**src/rtl/assert_macros.svh**
```systemverilog
// ----------------------------------------------------------------------------
// Assertion macros
// Shared concurrent assertion forms used by the find/replace RTL.
// ----------------------------------------------------------------------------
`ifndef ASSERT_MACROS_SVH
`define ASSERT_MACROS_SVH

// Property must hold at every clock edge outside reset.
`define SFR_ASSERT(name, clk, rst_n, prop, msg) \
    name: assert property (@(posedge clk) disable iff (!rst_n) (prop)) \
        else $error(msg);

// Condition must never be seen at a clock edge outside reset.
`define SFR_NEVER(name, clk, rst_n, cond, msg) \
    name: assert property (@(posedge clk) disable iff (!rst_n) !(cond)) \
        else $error(msg);

`endif

```
**src/rtl/sfr_pkg.sv**
```systemverilog
// ----------------------------------------------------------------------------
// sfr_pkg
// Types, register codes and helper functions for the stream find/replace.
// ----------------------------------------------------------------------------
`default_nettype none

package sfr_pkg;

    localparam int CFG_ADDR_W  = 3;
    localparam int CAP_W       = 13;
    localparam int CAP_RESET   = 4096;
    localparam int MAX_RESULTS = 8;
    localparam int RESN_W      = 4;
    localparam int COUNT_W     = 12;

    // register indexes on the configuration port
    localparam logic [CFG_ADDR_W-1:0] CFG_PATTERN     = 3'd0;
    localparam logic [CFG_ADDR_W-1:0] CFG_PAT_LEN     = 3'd1;
    localparam logic [CFG_ADDR_W-1:0] CFG_REPLACEMENT = 3'd2;
    localparam logic [CFG_ADDR_W-1:0] CFG_REP_LEN     = 3'd3;
    localparam logic [CFG_ADDR_W-1:0] CFG_CAPACITY    = 3'd4;

    // longest proper border of each pattern prefix
    typedef logic [7:0][3:0] t_fail;

    typedef struct packed {
        logic [63:0] pattern;
        logic [63:0] replacement;
        logic [3:0]  pat_len;
        logic [3:0]  rep_len;
        t_fail       fail;
    } t_cfg;

    typedef struct packed {
        logic shift;
        logic load;
    } t_cell_ctl;

    typedef struct packed {
        logic [7:0]         out_char;
        logic               char_valid;
        logic               end_of_text;
        logic [COUNT_W-1:0] output_count;
        logic               truncated;
    } t_result;

    function automatic logic [7:0] get_byte(input logic [63:0] word, input logic [2:0] idx);
        return word[{idx, 3'b000} +: 8];
    endfunction

    // Failure table: entry i is the longest proper prefix of the pattern that
    // is also a suffix of bytes 0..i.
    function automatic t_fail build_failure(input logic [63:0] pat);
        t_fail      f;
        logic       ok;
        logic [3:0] best;
        for (int i = 0; i < 8; i++) begin
            best = 4'd0;
            for (int k = 1; k <= i; k++) begin
                ok = 1'b1;
                for (int j = 0; j < k; j++) begin
                    if (pat[8*j +: 8] != pat[8*(i-k+1+j) +: 8]) begin
                        ok = 1'b0;
                    end
                end
                if (ok) begin
                    best = 4'(k);
                end
            end
            f[i] = best;
        end
        return f;
    endfunction

endpackage

`default_nettype wire

```
**src/rtl/sfr_cell.sv**
```systemverilog
// ----------------------------------------------------------------------------
// sfr_cell
// One held-character slot of the match chain: load a new byte or take the
// byte of the right-hand neighbor when the chain drains toward slot zero.
// ----------------------------------------------------------------------------
`default_nettype none

module sfr_cell
    import sfr_pkg::*;
(
    input  wire logic       i_clk,
    input  wire t_cell_ctl  i_ctl,
    input  wire logic [7:0] i_next_char,
    input  wire logic [7:0] i_load_char,
    output logic [7:0]      o_char
);

    logic [7:0] r_char;
    logic [7:0] n_char;

    always_comb begin
        n_char = r_char;
        if (i_ctl.shift) begin
            n_char = i_next_char;
        end else if (i_ctl.load) begin
            n_char = i_load_char;
        end
    end

    always_ff @(posedge i_clk) begin
        r_char <= n_char;
    end

    assign o_char = r_char;

endmodule

`default_nettype wire

```
**src/rtl/sfr_core.sv**
```systemverilog
// ----------------------------------------------------------------------------
// sfr_core
// Match sequencer: tracks the partial match over a chain of held-character
// cells, falls back through the failure table and emits one byte per cycle while the output is free.
// ----------------------------------------------------------------------------
`default_nettype none

`include "assert_macros.svh"

module sfr_core
    import sfr_pkg::*;
#(
    parameter int MAX_PATTERN     = 8,
    parameter int MAX_REPLACEMENT = 8,
    parameter int CW              = 12
) (
    input  wire logic          i_clk,
    input  wire logic          i_rst_n,
    input  wire t_cfg          i_cfg,
    input  wire logic [CW-1:0] i_limit,
    input  wire logic          i_s_valid,
    output logic               o_s_ready,
    input  wire logic [7:0]    i_char,
    input  wire logic          i_fin,
    input  wire logic          i_out_free,
    output logic               o_push,
    output t_result            o_res
);

    localparam int MLW = $clog2(MAX_PATTERN + 1);
    localparam int RW  = (MAX_REPLACEMENT > 1) ? $clog2(MAX_REPLACEMENT) : 1;

    localparam logic [2:0] S_IDLE = 3'd0;
    localparam logic [2:0] S_SCAN = 3'd1;
    localparam logic [2:0] S_HELD = 3'd2;
    localparam logic [2:0] S_REPL = 3'd3;
    localparam logic [2:0] S_END  = 3'd4;

    logic [2:0]        r_state,  n_state;
    logic [7:0]        r_c,      n_c;
    logic              r_fin,    n_fin;
    logic [MLW-1:0]    r_ml,     n_ml;
    logic [MLW-1:0]    r_hcnt,   n_hcnt;
    logic              r_flush,  n_flush;
    logic [RW-1:0]     r_ridx,   n_ridx;
    logic [CW-1:0]     r_count,  n_count;
    logic              r_full,   n_full;
    logic [RESN_W-1:0] r_resn,   n_resn;
    t_result           r_pend,   n_pend;
    logic              r_pend_v, n_pend_v;

    logic [7:0] held_char [MAX_PATTERN];
    logic       held_shift;
    logic       char_load;

    logic [3:0] ml4;
    logic [7:0] pat_at_ml;
    logic [3:0] fail_at;
    logic       fallback;
    logic       match;
    logic [3:0] hold_n;
    logic       emit_req;
    logic [7:0] emit_ch;
    logic       emit_go;

    // held-character chain
    for (genvar g = 0; g < MAX_PATTERN; g++) begin : g_cell
        t_cell_ctl  ctl;
        logic [7:0] next_char;

        assign ctl.shift = held_shift;
        assign ctl.load  = char_load && (r_ml == MLW'(g));

        if (g == MAX_PATTERN - 1) begin : g_tail
            assign next_char = 8'h00;
        end else begin : g_body
            assign next_char = held_char[g+1];
        end

        sfr_cell u_cell (
            .i_clk       (i_clk),
            .i_ctl       (ctl),
            .i_next_char (next_char),
            .i_load_char (r_c),
            .o_char      (held_char[g])
        );
    end

    assign ml4       = 4'(r_ml);
    assign pat_at_ml = get_byte(i_cfg.pattern, ml4[2:0]);
    assign fail_at   = i_cfg.fail[ml4[2:0] - 3'd1];

    always_comb begin
        if (i_cfg.pat_len == 4'd0) begin
            fallback = (r_ml != '0);
            hold_n   = ml4;
        end else begin
            fallback = (r_ml != '0) && ((ml4 >= i_cfg.pat_len) || (pat_at_ml != r_c));
            hold_n   = ml4 - fail_at;
        end
    end

    assign match = (i_cfg.pat_len != 4'd0) && (ml4 < i_cfg.pat_len) && (pat_at_ml == r_c);

    // an emit may need to move the pending result into the output register
    assign emit_go   = !r_pend_v || i_out_free;
    assign o_s_ready = (r_state == S_IDLE);

    always_comb begin
        n_state    = r_state;
        n_c        = r_c;
        n_fin      = r_fin;
        n_ml       = r_ml;
        n_hcnt     = r_hcnt;
        n_flush    = r_flush;
        n_ridx     = r_ridx;
        n_count    = r_count;
        n_full     = r_full;
        n_resn     = r_resn;
        n_pend     = r_pend;
        n_pend_v   = r_pend_v;
        emit_req   = 1'b0;
        emit_ch    = 8'h00;
        held_shift = 1'b0;
        char_load  = 1'b0;
        o_push     = 1'b0;
        o_res      = r_pend;

        case (r_state)
            S_IDLE: begin
                if (i_s_valid) begin
                    n_c     = i_char;
                    n_fin   = i_fin;
                    n_resn  = '0;
                    n_flush = 1'b0;
                    n_state = S_SCAN;
                end
            end
            S_SCAN: begin
                if (fallback) begin
                    n_hcnt  = MLW'(hold_n);
                    n_state = S_HELD;
                end else if (match) begin
                    char_load = 1'b1;
                    if (ml4 + 4'd1 == i_cfg.pat_len) begin
                        n_ml    = '0;
                        n_ridx  = '0;
                        n_state = (i_cfg.rep_len != 4'd0) ? S_REPL : S_END;
                    end else begin
                        n_ml    = MLW'(r_ml + 1'b1);
                        n_state = S_END;
                    end
                end else begin
                    emit_req = 1'b1;
                    emit_ch  = r_c;
                    if (emit_go) begin
                        n_state = S_END;
                    end
                end
            end
            S_HELD: begin
                emit_req = 1'b1;
                emit_ch  = held_char[0];
                if (emit_go) begin
                    held_shift = 1'b1;
                    n_ml       = MLW'(r_ml - 1'b1);
                    n_hcnt     = MLW'(r_hcnt - 1'b1);
                    if (r_hcnt == MLW'(1)) begin
                        n_state = r_flush ? S_END : S_SCAN;
                    end
                end
            end
            S_REPL: begin
                emit_req = 1'b1;
                emit_ch  = get_byte(i_cfg.replacement, 3'(r_ridx));
                if (emit_go) begin
                    n_ridx = RW'(r_ridx + 1'b1);
                    if (4'(r_ridx) == i_cfg.rep_len - 4'd1) begin
                        n_state = S_END;
                    end
                end
            end
            S_END: begin
                if (r_fin && (r_ml != '0)) begin
                    // flush whatever is still held at end of string
                    n_hcnt  = r_ml;
                    n_flush = 1'b1;
                    n_state = S_HELD;
                end else if (r_fin) begin
                    o_push = i_out_free;
                    if (r_pend_v) begin
                        o_res = r_pend;
                    end else begin
                        o_res.out_char   = 8'h00;
                        o_res.char_valid = 1'b0;
                    end
                    o_res.end_of_text  = 1'b1;
                    o_res.output_count = COUNT_W'(r_count);
                    o_res.truncated    = r_full;
                    if (i_out_free) begin
                        n_count  = '0;
                        n_full   = 1'b0;
                        n_pend_v = 1'b0;
                        n_state  = S_IDLE;
                    end
                end else if (!r_pend_v) begin
                    n_state = S_IDLE;
                end else if (i_out_free) begin
                    o_push   = 1'b1;
                    n_pend_v = 1'b0;
                    n_state  = S_IDLE;
                end
            end
            default: begin
                n_state = S_IDLE;
            end
        endcase

        // one emitted byte: count it, or mark the string full and drop it
        if (emit_req && emit_go && !r_full) begin
            if (r_count < i_limit) begin
                n_count = CW'(r_count + 1'b1);
                if (r_resn < RESN_W'(MAX_RESULTS)) begin
                    o_push              = r_pend_v;
                    o_res               = r_pend;
                    n_pend.out_char     = emit_ch;
                    n_pend.char_valid   = 1'b1;
                    n_pend.end_of_text  = 1'b0;
                    n_pend.output_count = COUNT_W'(n_count);
                    n_pend.truncated    = 1'b0;
                    n_pend_v            = 1'b1;
                    n_resn              = RESN_W'(r_resn + 1'b1);
                end
            end else begin
                n_full = 1'b1;
            end
        end
    end

    always_ff @(posedge i_clk) begin
        if (!i_rst_n) begin
            r_state  <= S_IDLE;
            r_fin    <= 1'b0;
            r_ml     <= '0;
            r_hcnt   <= '0;
            r_flush  <= 1'b0;
            r_ridx   <= '0;
            r_count  <= '0;
            r_full   <= 1'b0;
            r_resn   <= '0;
            r_pend_v <= 1'b0;
        end else begin
            r_state  <= n_state;
            r_fin    <= n_fin;
            r_ml     <= n_ml;
            r_hcnt   <= n_hcnt;
            r_flush  <= n_flush;
            r_ridx   <= n_ridx;
            r_count  <= n_count;
            r_full   <= n_full;
            r_resn   <= n_resn;
            r_pend_v <= n_pend_v;
        end
    end

    always_ff @(posedge i_clk) begin
        r_c    <= n_c;
        r_pend <= n_pend;
    end

    `SFR_ASSERT(a_resn_cap, i_clk, i_rst_n, r_resn <= RESN_W'(MAX_RESULTS), "too many results in one transaction")
    `SFR_ASSERT(a_idle_drained, i_clk, i_rst_n, (r_state == S_IDLE) |-> !r_pend_v, "pending result left behind at idle")
    `SFR_ASSERT(a_held_work, i_clk, i_rst_n, (r_state == S_HELD) |-> (r_hcnt != '0 && r_ml >= r_hcnt), "held drain count out of range")
    `SFR_ASSERT(a_full_at_limit, i_clk, i_rst_n, $rose(r_full) |-> $past(r_count >= i_limit), "full flag set below the limit")
    `SFR_NEVER(a_no_overrun, i_clk, i_rst_n, o_push && !i_out_free, "result pushed into a busy output register")

endmodule

`default_nettype wire

```
**src/rtl/stream_find_replace.sv**
```systemverilog
// Flow: a character is taken only while the sequencer is idle; before the next one it
// releases any held bytes, walks its fallback steps and emits any replacement bytes.
// A final character that still holds bytes flushes them; a busy output stalls the sequencer.
// Reset: synchronous, active low; restores register defaults, clears match state.
// ----------------------------------------------------------------------------
// stream_find_replace
// Streaming replace-all of a configured pattern with a configured replacement,
// with output capacity limit and a per-string emitted count.
// ----------------------------------------------------------------------------
`default_nettype none

module stream_find_replace
    import sfr_pkg::*;
#(
    parameter int MAX_PATTERN     = 8,
    parameter int MAX_REPLACEMENT = 8,
    parameter int MAX_OUTPUT      = 4096
) (
    input  wire logic                  i_clk,
    input  wire logic                  i_rst_n,
    input  wire logic                  i_cfg_we,
    input  wire logic [CFG_ADDR_W-1:0] i_cfg_addr,
    input  wire logic [63:0]           i_cfg_data,
    input  wire logic                  i_s_tvalid,
    output logic                       o_s_tready,
    // [7:0] text_char
    input  wire logic [7:0]            i_s_tdata,
    input  wire logic                  i_s_tlast,
    output logic                       o_m_tvalid,
    input  wire logic                  i_m_tready,
    // [7:0] out_char, [19:8] output_count, [20] truncated, [23:21] zero
    output logic [23:0]                o_m_tdata,
    // [0] char_valid
    output logic                       o_m_tuser,
    output logic                       o_m_tlast
);

    localparam int CW = $clog2(MAX_OUTPUT);
    localparam int CAP_EFF = (MAX_OUTPUT < CAP_RESET) ? MAX_OUTPUT : CAP_RESET;
    localparam logic [CW-1:0] LIMIT_RESET = CW'(CAP_EFF - 1);
    localparam logic [CW-1:0] LIMIT_MAX   = CW'(MAX_OUTPUT - 1);

    t_cfg          r_cfg,   n_cfg;
    logic [CW-1:0] r_limit, n_limit;
    t_result       r_out;
    logic          r_out_v;

    logic          out_free;
    logic          push;
    t_result       res;
    logic [CAP_W-1:0] cap;

    assign cap = i_cfg_data[CAP_W-1:0];

    always_comb begin
        n_cfg   = r_cfg;
        n_limit = r_limit;
        if (i_cfg_we) begin
            case (i_cfg_addr)
                CFG_PATTERN: begin
                    n_cfg.pattern = i_cfg_data;
                    n_cfg.fail    = build_failure(i_cfg_data);
                end
                CFG_PAT_LEN: begin
                    n_cfg.pat_len = (i_cfg_data[3:0] > 4'(MAX_PATTERN)) ?
                                    4'(MAX_PATTERN) : i_cfg_data[3:0];
                end
                CFG_REPLACEMENT: begin
                    n_cfg.replacement = i_cfg_data;
                end
                CFG_REP_LEN: begin
                    n_cfg.rep_len = (i_cfg_data[3:0] > 4'(MAX_REPLACEMENT)) ?
                                    4'(MAX_REPLACEMENT) : i_cfg_data[3:0];
                end
                CFG_CAPACITY: begin
                    // zero acts as one, anything past the buffer is clamped
                    if (cap == '0) begin
                        n_limit = '0;
                    end else if (17'(cap) > 17'(MAX_OUTPUT)) begin
                        n_limit = LIMIT_MAX;
                    end else begin
                        n_limit = CW'(cap - 1'b1);
                    end
                end
                default: begin
                    n_limit = r_limit;
                end
            endcase
        end
    end

    always_ff @(posedge i_clk) begin
        if (!i_rst_n) begin
            r_cfg.pattern     <= '0;
            r_cfg.replacement <= '0;
            r_cfg.pat_len     <= '0;
            r_cfg.rep_len     <= '0;
            r_cfg.fail        <= build_failure(64'd0);
            r_limit           <= LIMIT_RESET;
        end else begin
            r_cfg   <= n_cfg;
            r_limit <= n_limit;
        end
    end

    sfr_core #(
        .MAX_PATTERN     (MAX_PATTERN),
        .MAX_REPLACEMENT (MAX_REPLACEMENT),
        .CW              (CW)
    ) u_core (
        .i_clk      (i_clk),
        .i_rst_n    (i_rst_n),
        .i_cfg      (r_cfg),
        .i_limit    (r_limit),
        .i_s_valid  (i_s_tvalid),
        .o_s_ready  (o_s_tready),
        .i_char     (i_s_tdata),
        .i_fin      (i_s_tlast),
        .i_out_free (out_free),
        .o_push     (push),
        .o_res      (res)
    );

    // output register: hold the result until the sink takes the transaction
    assign out_free = !r_out_v || i_m_tready;

    always_ff @(posedge i_clk) begin
        if (!i_rst_n) begin
            r_out_v <= 1'b0;
        end else if (push) begin
            r_out_v <= 1'b1;
        end else if (i_m_tready) begin
            r_out_v <= 1'b0;
        end
    end

    always_ff @(posedge i_clk) begin
        if (push) begin
            r_out <= res;
        end
    end

    assign o_m_tvalid = r_out_v;
    assign o_m_tdata  = {3'b000, r_out.truncated, r_out.output_count, r_out.out_char};
    assign o_m_tuser  = r_out.char_valid;
    assign o_m_tlast  = r_out.end_of_text;

endmodule

`default_nettype wire

```
**config.mk**
```make
export PLATFORM = sky130hd
export DESIGN_NAME = stream_find_replace
export DESIGN_NICKNAME = d
export VERILOG_FILES = /design/src/rtl/sfr_pkg.sv /design/src/rtl/sfr_cell.sv /design/src/rtl/sfr_core.sv /design/src/rtl/stream_find_replace.sv
export VERILOG_INCLUDE_DIRS = /design/src /design/src/rtl
export SDC_FILE = /design/constraint.sdc
export NUM_CORES = 1
export LEC_CHECK = 0
export BUFFER_PORTS_ARGS = -buffer_cell sky130_fd_sc_hd__buf_2
export CORE_ASPECT_RATIO = 0.5
export CORE_MARGIN = 10
export CORE_UTILIZATION = 48
export DETAILED_ROUTE_END_ITERATION = 6
export GPL_ROUTABILITY_DRIVEN = 0
export GPL_TIMING_DRIVEN = 1
export HOLD_SLACK_MARGIN = 0.1
export PLACE_DENSITY = 0.76
export RECOVER_POWER = 100
export SLEW_MARGIN = 5
export SYNTH_ARGS = -nofsm -noshare
export SYNTH_HDL_FRONTEND = slang
export SYNTH_SLANG_ARGS = --single-unit
```
**constraint.sdc**
```tcl
create_clock -name i_clk -period 4.8 [get_ports i_clk]
set_clock_uncertainty 0.2 [all_clocks]
set_input_delay 0.72 -clock i_clk [delete_from_list [all_inputs] [get_ports i_clk]]
set_output_delay 0.72 -clock i_clk [all_outputs]
set_load 0.005 [all_outputs]
```
==> results.txt, run 1 <==
----------------------------------------------------
[Finish]
  Highest-count cells in the layout ignoring fill and taps ... sky130_fd_sc_hd__nand2_1, sky130_fd_sc_hd__dfxtp_1, sky130_fd_sc_hd__a21oi_1, sky130_fd_sc_hd__xnor2_1, sky130_fd_sc_hd__edfxtp_1
  Final design utilization ... 53.7%
  Final nets ... 2078
  Number of antenna cells inserted ... 0
  Share of cells above drive strength 1 ... 9.35%
  Growth of design area from synthesis to finish ... 9.41%
  Leading cell type in the layout, fill and taps excluded ... sky130_fd_sc_hd__nand2_1

[Timing]
  Setup repair after global routing missed its margin ... no
  Maximum operating frequency ... 0.230 GHz
  Setup Total Neg Slack ... 0 ps
  Slew of the pin with the lowest slew margin ... 2040 ps
  Number of endpoints failing setup at the final stage ... 0
  Relative slew slack ... -36.2%
  Fin. Hold Viols ... 0
  Final critical-path share of the clock period ... 90.5%
  Worst hold slack after final layout ... 126 ps
  Worst setup slack after layout ... 455 ps
  Pins over their slew limit ... 39
  Clock period minus worst slack ... 4350 ps

[Pwr]
  Total power per unit cell area ... 328 nW/um2
  Maximum vdd drop ... 0.301 mV
  LEAKAGE ... 6.91 nW

[Critical path]
  Master of the slowest instance on the critical path ... sky130_fd_sc_hd__nor3_4
  Dominant cell type by count on the critical path ... sky130_fd_sc_hd__a21oi_1
  Maximum fanout count along the critical path ... 25
  Dominant delay contributor by cell family on the critical path ... simple AND/OR/NAND/NOR gates
  Critical path cell sequence ... inv_1 -> mux4_2 -> xnor2_1 -> a21oi_1 -> nand4_1 -> a21oi_1 -> nor3_4 -> o21ba_2
  Critical path capture point type ... register
  Largest stage delay on the critical path ... 870 ps
  WP data required ... 4800 ps
  Category of the worst setup path launch point ... register
  WP buf/inv ... 1
  Data arrival time of the critical path ... 4350 ps
  Worst setup path class ... register to register

[GRT]
  Number of global-route vias before repair ... 13600
  Total grt overflow ... 0
  Pin count of the biggest net entering global routing ... 61
  Wire length of the first global-routing pass ... 78500 um
  Antenna violations before repair ... 1
  Global-route total usage across every layer ... 22.2%

[Place]
  Pre-CTS setup slack ... 646 ps
  Port-buffer cells ... 105
  Placed wire-length estimate ... 35300 um

[CTS]
  TritonCTS clock tree ... yes
  Total CTS buffers ... 29
  Total number of H-tree levels ... 1
  CTS-repair resized insts ... 0
  Clock slew at the register clock pins of the worst setup and hold paths ... 70 ps
  CTS Root Buffer Type ... sky130_fd_sc_hd__clkbuf_16
  Latest clock arrival within the worst-skew pair ... 570 ps
  Post-CTS Hold Fix Bufs ... 0
  Maximum count of clock buffers along a single path ... 3
  Number of buffers inserted by post-CTS setup repair ... 0
  Clock Sinks ... 315

[Logic synthesis]
  Netlist Area Pre-Place ... 17100 um2
  Count of state elements after synthesis ... 315
  Sequential-to-total area share from yosys stat ... 43.2%
  Cells after Synth ... 1978
  Share of flip-flops with an asynchronous set or reset after synthesis ... 0%
  Synth Area per Inst ... 8.63 um2
  EDFF count, synth ... 107
  Synth Flop Type ... sky130_fd_sc_hd__dfxtp_1
  Synth unique cells ... 68
  Number of warnings printed during yosys synthesis ... 0

[Floorplan]
  Initial Utilization ... 49.1%
  Die Span Y ... 153 um
  Core area ... 34800 um2
  Die outline area ... 44000 um2
  Total number of placement rows ... 48
  Boundary pin count ... 109
  Die Span X ... 287 um

[Routing]
  Total DRC errors in the routed layout ... 0
  DRT Pass-1 Iters ... 6
  Initial DRC count ... 1720
  Routed length per instance ... 20.7 um
  Vias per Instance ... 5.92
  Antenna Violating Nets Remaining ... 0
  Count of vias placed by the detailed router ... 14600
  Drt total wl ... 51000 um

[Run]
  Max Cap Viol ... 1

[Worst hold path]
  Worst hold path type ... input port to register

[Run status]
  Status ... finished, violations left
  Failing checks ... max-capacitance violations, max-slew violations

----------------------------------------------------
[final timing paths]
| kind | start | end | slack (ps) | cells after the start |
|---|---|---|---|---|
| min | i_s_tdata[2] | u_core.r_c[2] | 130 | 1 |
| max reg2reg | u_core.ml4[0] | o_m_tdata[12] | 450 | 8 |
| min reg2reg | r_cfg[82] | r_cfg[82] | 250 | 2 |
| max | u_core.ml4[0] | o_m_tdata[12] | 450 | 8 |
[flip-flops by register name, indices dropped and copies added, names as in the netlist, 4 cells and up]
name                         count
r_cfg                          153
u_core.g_cell.u_cell.o_char     64
o_m_tdata                       21
u_core.r_pend                   20
r_limit                         12
u_core.r_count                  12
u_core.r_c                       8
u_core.ml4                       4
u_core.r_hcnt                    4
u_core.r_resn                    4
[layer usage]
metal	GRT usage [%]	vias to the layer above	wire length, um
li1	-	6730	-
met1	28.8	6886	20500
met2	35.0	786	22900
met3	4.59	184	5130
met4	10.2	2	2440
met5	0	-	11
[through the flow]
stage / power, W / cell area [um2] / std cells
floorplan: 0.00345 / 17100 / 1980
global placement: 0.00366 / 17700 / 2411
detailed placement: 0.00367 / 17700 / 2411
CTS: 0.00614 / 18800 / 2464
global route: 0.00633 / 18700 / 2464
finish: 0.00613 / 18700 / 2464
[cell families (layout without fill, tap and decap cells)]
logic type      Yosys count  in the layout  synth area share (%)
compound gates          327            327                  11.2
xor+xnor                215            215                  11.0
fa+ha+maj                30             30                  2.24
buf+inv                 205            214                  4.70
flops                   315            315                  43.2
mux                      85             85                  6.97
other cells               1              3                0.0220
simple gates            800            800                  20.6
[where the power goes]
part           leakage [nW]  total [W]  internal, W  switching [W]
registers              2.66    0.00292      0.00286      0.0000580
clock network         0.505    0.00250      0.00144        0.00106
logic                  3.74   0.000709     0.000235       0.000474
[Yosys cell counts, drive strengths merged (7+ instances only)]
cell	instances	area [um2]
a22oi	8	60.1
nand2b	18	113
nor2	61	229
a21oi	179	900
nand2	517	1940
ha	29	363
edfxtp	107	3210
a21o	11	82.6
a211oi	7	57.6
xnor2	117	1020
xor2	98	858
inv	35	131
nand4	29	194
buf	28	138
o211ai	16	120
and3	30	188
nor3	35	180
nor4	34	213
o21ai	50	250
o22ai	12	75.1
clkbuf	142	533
mux2i	56	561
dfxtp	208	4160
nand3	30	150
mux4	27	608
nor2b	20	125
[layout make-up]
cell class	count	area (um2)
Tap cell	475	594
Sequential cell	315	7380
Timing Repair Buffer	126	642
Clock inverter	15	191
Fill cell	3048	16100
Multi-Input combinational cell	1460	8910
Clock buffer	38	831
Inverter	35	134
No activity file was read; power rests on OpenSTA's default activity.
==> run 2: changes to the inputs <==
--- a/config.mk
+++ b/config.mk
@@ -8,3 +8,3 @@
 export LEC_CHECK = 0
-export BUFFER_PORTS_ARGS = -buffer_cell sky130_fd_sc_hd__buf_2
+export BUFFER_PORTS_ARGS = -buffer_cell sky130_fd_sc_hd__buf_4
 export CORE_ASPECT_RATIO = 0.5
==> constraint.sdc (replaced) <==
create_clock -name i_clk -period 4.8 [get_ports i_clk]
set_clock_uncertainty 0.2 [all_clocks]
set_input_delay 0.48 -clock i_clk [delete_from_list [all_inputs] [get_ports i_clk]]
set_output_delay 0.48 -clock i_clk [all_outputs]
set_load 0.005 [all_outputs]
==> run 2 against run 1 <==
Against the previous run: sequential share of layout area fell by 1.8 points; worst setup slack got worse by 95 ps; global-route usage is 0.71 points higher; flip-flop and latch count did not move; fmax down 2.1%; die area unchanged; power down 0.74%; register-to-register slack worse by 90 ps; combinational power up 12%; critical path type unchanged; the run still ends with max-capacitance violations, max-slew violations left.
==> results.txt, run 2 (synthesized netlist as in run 1, its figures left out) <==
----------------------------------------------------
[Timing]
  Slew of the pin with the lowest slew margin ... 3660 ps
  Clock period minus worst slack ... 4440 ps
  Setup repair after global routing missed its margin ... no
  Relative slew slack ... -144%
  Maximum operating frequency ... 0.225 GHz
  Fin. Hold Viols ... 0
  Setup Total Neg Slack ... 0 ps
  Final critical-path share of the clock period ... 92.5%
  Number of endpoints failing setup at the final stage ... 0
  Pins over their slew limit ... 109

[Worst hold path]
  Source of the worst hold timing path ... i_cfg_data[12]
  Worst hold path type ... input port to register

[Routing]
  Antenna Violating Nets Remaining ... 0
  Drt total wl ... 52300 um
  Count of vias placed by the detailed router ... 15000
  Vias per Instance ... 5.93
  Total DRC errors in the routed layout ... 0
  Routed length per instance ... 20.6 um
  DRT Pass-1 Iters ... 6
  Initial DRC count ... 1968

[Finish]
  Register name with the most flops ... r_cfg
  Fillers ... 2943
  Growth of design area from synthesis to finish ... 14.7%
  Final nets ... 2149
  Final design utilization ... 56.4%
  Leading cell type in the layout, fill and taps excluded ... sky130_fd_sc_hd__nand2_1
  Share of cells above drive strength 1 ... 9.27%
  Number of flip-flops under the largest register name ... 153
  Highest-count cells in the layout ignoring fill and taps ... sky130_fd_sc_hd__nand2_1, sky130_fd_sc_hd__dfxtp_1, sky130_fd_sc_hd__a21oi_1, sky130_fd_sc_hd__xnor2_1, sky130_fd_sc_hd__edfxtp_1

[Critical path]
  Maximum fanout count along the critical path ... 19
  Data arrival time of the critical path ... 4720 ps
  Category of the worst setup path launch point ... register
  Worst setup path class ... register to register
  Worst reg2reg path startpoint ... u_core.ml4[2]
  Critical path cell sequence ... ha_1 -> o21a_1 -> o31ai_1 -> or4bb_1 -> a22oi_1 -> nand4_2 -> a21oi_1 -> clkbuf_1 -> nor3_1 -> a221o_1
  Timing endpoint of the critical path ... u_core.r_count[7]
  Cell depth of the worst flop-to-flop path ... 10
  Master of the slowest instance on the critical path ... sky130_fd_sc_hd__dfxtp_1
  Critical path capture point type ... register
  CP startpoint ... u_core.ml4[2]
  WP data required ... 5080 ps
  Setup slack of the most critical reg-to-reg path ... 360 ps
  R2R Path End ... u_core.r_count[7]
  Largest stage delay on the critical path ... 950 ps

[Place]
  Placed wire-length estimate ... 34300 um
  Port-buffer cells ... 105

[GRT]
  Routing usage on met1 ... 29.8%
  Pin count of the biggest net entering global routing ... 106
  GRT met3 Usage ... 4.13%
  Wire length of the first global-routing pass ... 81300 um
  Global-route total usage across every layer ... 22.9%
  Antenna violations before repair ... 1
  Total grt overflow ... 0
  Most used routing layer in global routing ... met2
  Number of global-route vias before repair ... 14500
  Met2 Track Usage GR ... 36.4%

[Pwr]
  LEAKAGE ... 7.28 nW
  Total power per unit cell area ... 310 nW/um2
  Maximum vdd drop ... 0.352 mV
  Final total power ... 0.00608 W

[Floorplan]
  Total number of placement rows ... 48
  Die Span X ... 287 um
  Boundary pin count ... 109
  Die outline area ... 44000 um2
  Die Span Y ... 153 um
  Core area ... 34800 um2
  Initial Utilization ... 49.1%

[CTS]
  TritonCTS clock tree ... yes
  CTS-repair resized insts ... 0
  Maximum count of clock buffers along a single path ... 3
  CTS Root Buffer Type ... sky130_fd_sc_hd__clkbuf_16
  Clock slew at the register clock pins of the worst setup and hold paths ... 70 ps
  Number of buffers inserted by post-CTS setup repair ... 0
  Post-CTS Hold Fix Bufs ... 72
  Clock Sinks ... 315
  Total CTS buffers ... 29
  Total number of H-tree levels ... 1
  Latest clock arrival within the worst-skew pair ... 590 ps

[Run status]
  Status ... finished, violations left
  Failing checks ... max-capacitance violations, max-slew violations

[Run]
  Max Cap Viol ... 2

----------------------------------------------------
## run 2: changes by cell type in the layout (fill, tap and decap cells not counted), moves of 2 or more
cell | before | now
sky130_fd_sc_hd__clkinv_2 | 5 | 2
sky130_fd_sc_hd__dlygate4sd3_1 | 0 | 72
sky130_fd_sc_hd__buf_4 | 13 | 81
sky130_fd_sc_hd__clkbuf_4 | 0 | 27
sky130_fd_sc_hd__inv_6 | 4 | 0
sky130_fd_sc_hd__buf_2 | 81 | 0
sky130_fd_sc_hd__and2_0 | 0 | 2
sky130_fd_sc_hd__diode_2 | 0 | 3
sky130_fd_sc_hd__clkinv_1 | 1 | 4
sky130_fd_sc_hd__clkbuf_1 | 32 | 23
sky130_fd_sc_hd__clkinvlp_4 | 1 | 3
sky130_fd_sc_hd__bufinv_16 | 4 | 2
sky130_fd_sc_hd__clkbuf_2 | 2 | 0
## run 2: worst max-delay path, delay by kind of cell (launching register included)
family | cells | cell delay [ps]
flops | 1 | 950
simple gates | 3 | 1010
buf+inv | 1 | 470
compound gates | 5 | 1280
fa+ha+maj | 1 | 410
## run 2: where the power goes
part | switching (W) | total, W | internal [W]
sequential | 0.0000556 | 0.00292 | 0.00286
clock | 0.00105 | 0.00237 | 0.00132
combinational | 0.000493 | 0.000792 | 0.000299
total | 0.00160 | 0.00608 | 0.00448
## run 2: worst min path at each step
| stage | endpoint | cells after the start |
|---|---|---|
| after global placement | r_cfg[84] | 2 |
| after detailed placement | r_cfg[71] | 2 |
| after global routing | r_cfg[52] | 3 |
| final | r_cfg[52] | 3 |
| after floorplan | r_cfg[21] | 2 |
| after CTS | r_cfg[52] | 3 |
## run 2: metal layers
| layer | share of wire [%] | routed length [um] |
|---|---|---|
| met2 | 45 | 23300 |
| met1 | 40 | 20800 |
| met4 | 5.3 | 2750 |
| met5 | 0 | 0 |
| met3 | 10 | 5380 |
## run 2: final cells by class
cell class / count / area [um2] / area share [%]
clock inverters: 13 / 136 / 0.696
diodes: 3 / 7.51 / 0.0383
repair buffers: 197 / 1600 / 8.14
flip-flops and latches: 315 / 7380 / 37.6
multi-input cells: 1460 / 8920 / 45.5
clock buffers: 41 / 831 / 4.24
well taps: 475 / 594 / 3.03
inverters: 35 / 134 / 0.683
## run 2: through the flow
step | std cells | area (um2) | hold slack (ps) | worst slack (ps)
floorplan | 1980 | 17100 | 231 | 861
global placement | 2410 | 18000 | 239 | 637
detailed placement | 2410 | 18000 | 245 | 534
CTS | 2536 | 19700 | 102 | 522
global route | 2537 | 19600 | 118 | 133
finish | 2539 | 19600 | 123 | 360
==> run 3: changes to the inputs <==
- CORE_MARGIN: 10 -> 3
==> run 3 against run 2 <==
Against the previous run: the run still ends with max-capacitance violations, max-slew violations left; power increased by 2.2%; clock-buffer cell count decreased by 2; core utilization increased by 0.23 points; via count decreased by 1.3%; wire length decreased by 2.4%; cell count about the same; non-clock buffer count increased by 1; sequential share of layout area decreased by 0.16 points; worst hold slack improved by 11 ps; largest power group unchanged.
==> results.txt, run 3 (synthesized netlist as in run 1, its figures left out) <==
----------------------------------------------------
[Pwr]
  Maximum vdd drop ... 0.260 mV
  Int Power ... 0.00459 W
  Fraction of power spent switching nets ... 26.1%
  Net Sw Power ... 0.00162 W
  LEAKAGE ... 7.31 nW
  Share of power burned in the clock network ... 40.3%
  Power share of the combinational group ... 12.7%
  Total power per unit cell area ... 316 nW/um2
  Flop pwr share ... 47.0%
  Final total power ... 0.00622 W

[Critical path]
  Worst setup path class ... register to register
  Master of the slowest instance on the critical path ... sky130_fd_sc_hd__nor3_4
  Setup slack of the most critical reg-to-reg path ... 530 ps
  Category of the worst setup path launch point ... register
  Maximum fanout count along the critical path ... 25
  Critical path cell sequence ... buf_4 -> mux4_2 -> mux2i_1 -> or4bb_1 -> a22oi_1 -> nand4_1 -> a21oi_2 -> nor3_4 -> o21ba_2
  WP data required ... 4810 ps
  Critical path capture point type ... register
  Dominant delay contributor by cell family on the critical path ... simple AND/OR/NAND/NOR gates
  Largest stage delay on the critical path ... 870 ps
  Data arrival time of the critical path ... 4270 ps
  WP buf/inv ... 1

[Finish]
  Share of cells above drive strength 1 ... 9.54%
  Fillers ... 2952
  Highest-count cells in the layout ignoring fill and taps ... sky130_fd_sc_hd__nand2_1, sky130_fd_sc_hd__dfxtp_1, sky130_fd_sc_hd__a21oi_1, sky130_fd_sc_hd__xnor2_1, sky130_fd_sc_hd__edfxtp_1
  Final nets ... 2151
  Growth of design area from synthesis to finish ... 15.2%
  Post-Layout Inst Area ... 19700 um2
  Leading cell type in the layout, fill and taps excluded ... sky130_fd_sc_hd__nand2_1
  Number of flip-flops under the largest register name ... 153
  Number of standard cells in the layout, taps in and fillers out ... 2541
  Register name with the most flops ... r_cfg

[Floorplan]
  Boundary pin count ... 109
  Initial Utilization ... 49.1%
  Die outline area ... 38000 um2
  Die Span Y ... 139 um
  Core area ... 34800 um2
  Die Span X ... 273 um
  Total number of placement rows ... 48

[GRT]
  Antenna violations before repair ... 3
  Number of global-route vias before repair ... 14100
  Met2 Track Usage GR ... 41.0%
  Most used routing layer in global routing ... met2
  Total grt overflow ... 0
  Wire length of the first global-routing pass ... 79600 um
  GRT met3 Usage ... 4.58%
  Global-route total usage across every layer ... 26.3%
  Routing usage on met1 ... 35.8%
  Pin count of the biggest net entering global routing ... 90

[CTS]
  Clock slew at the register clock pins of the worst setup and hold paths ... 70 ps
  CTS Root Buffer Type ... sky130_fd_sc_hd__clkbuf_16
  Maximum count of clock buffers along a single path ... 3
  Total number of H-tree levels ... 1
  Clock Sinks ... 315
  Total CTS buffers ... 30
  CTS-repair resized insts ... 0
  Latest clock arrival within the worst-skew pair ... 580 ps
  TritonCTS clock tree ... yes

[Routing]
  Routed length per instance ... 20.1 um
  Antenna Violating Nets Remaining ... 0
  Count of vias placed by the detailed router ... 14800
  DRT Pass-1 Iters ... 5
  Drt total wl ... 51000 um
  Initial DRC count ... 1644
  Vias per Instance ... 5.84
  Total DRC errors in the routed layout ... 0

[Run status]
  Status ... finished, violations left
  Failing checks ... max-capacitance violations, max-slew violations

[Timing]
  Clock period minus worst slack ... 4270 ps
  Maximum operating frequency ... 0.234 GHz
  Pins over their slew limit ... 117
  Slew of the pin with the lowest slew margin ... 3650 ps
  Setup repair after global routing missed its margin ... no
  Relative slew slack ... -143%
  Setup Total Neg Slack ... 0 ps
  Fin. Hold Viols ... 0
  Number of endpoints failing setup at the final stage ... 0
  Final critical-path share of the clock period ... 88.9%

[Place]
  Placed wire-length estimate ... 33700 um
  Standard cell area after detailed placement ... 18000 um2
  Port-buffer cells ... 105
  # placed instances ... 2411

[Worst hold path]
  Worst hold path type ... input port to register

[Run]
  Max Cap Viol ... 2

----------------------------------------------------
-- run 3: changes by cell type in the layout (fill, tap and decap cells not counted), sizes merged --
cell	change
clkbuf	-3
clkinv	+3
buf	+2
diode	-1
inv	+1
-- run 3: tightest hold or removal path: stages --
cell	delay, ps
sky130_fd_sc_hd__buf_4	230
sky130_fd_sc_hd__nand2_1	90
sky130_fd_sc_hd__a21oi_1	50
-- run 3: through the flow --
step	utilization, %	hold slack [ps]	worst slack (ps)
after floorplan	-	231	861
after global placement	51.7	238	757
after detailed placement	51.7	243	678
after CTS	56.9	116	656
after global routing	56.6	129	223
final	56.6	134	532
-- run 3: area by class of cell --
class	count	area (um2)	area share, %
Antenna cell	2	5.00	0.0254
Clock buffer	39	887	4.51
Clock inverter	17	183	0.928
Inverter	35	134	0.680
Multi-Input combinational cell	1460	8910	45.3
Sequential cell	315	7380	37.5
Tap cell	475	594	3.02
Timing Repair Buffer	198	1580	8.05
-- run 3: routing by layer --
metal / up-vias / routed length [um]
met5: - / 19
met4: 2 / 2580
met3: 205 / 4690
met2: 749 / 22500
met1: 7004 / 21200
li1: 6882 / -
-- run 3: final timing paths --
check                           cells past startpoint           end           start
worst min-delay path                                3     r_cfg[52]  i_cfg_data[12]
worst max register to register                      9  o_m_tdata[9]   u_core.ml4[2]
worst min register to register                      2     r_cfg[62]       r_cfg[62]
worst max-delay path                                9  o_m_tdata[9]   u_core.ml4[2]
-- run 3: what timing repair did --
| item | 4_1_cts | 5_1_grt |
|---|---|---|
| hold buffers | 72 | 0 |
| setup buffers | 0 | 0 |
| hold endpoints to repair | 130 | 0 |
-- run 3: power by group through the flow --
| stage | Sequential, W | Combinational [W] | Clock [W] |
|---|---|---|---|
| detailed placement | 0.00298 | 0.000724 | 0 |
| finish | 0.00292 | 0.000788 | 0.00251 |
| global route | 0.00293 | 0.000846 | 0.00263 |
| floorplan | 0.00295 | 0.000491 | 0 |
| global placement | 0.00298 | 0.000706 | 0 |
| CTS | 0.00292 | 0.000775 | 0.00252 |
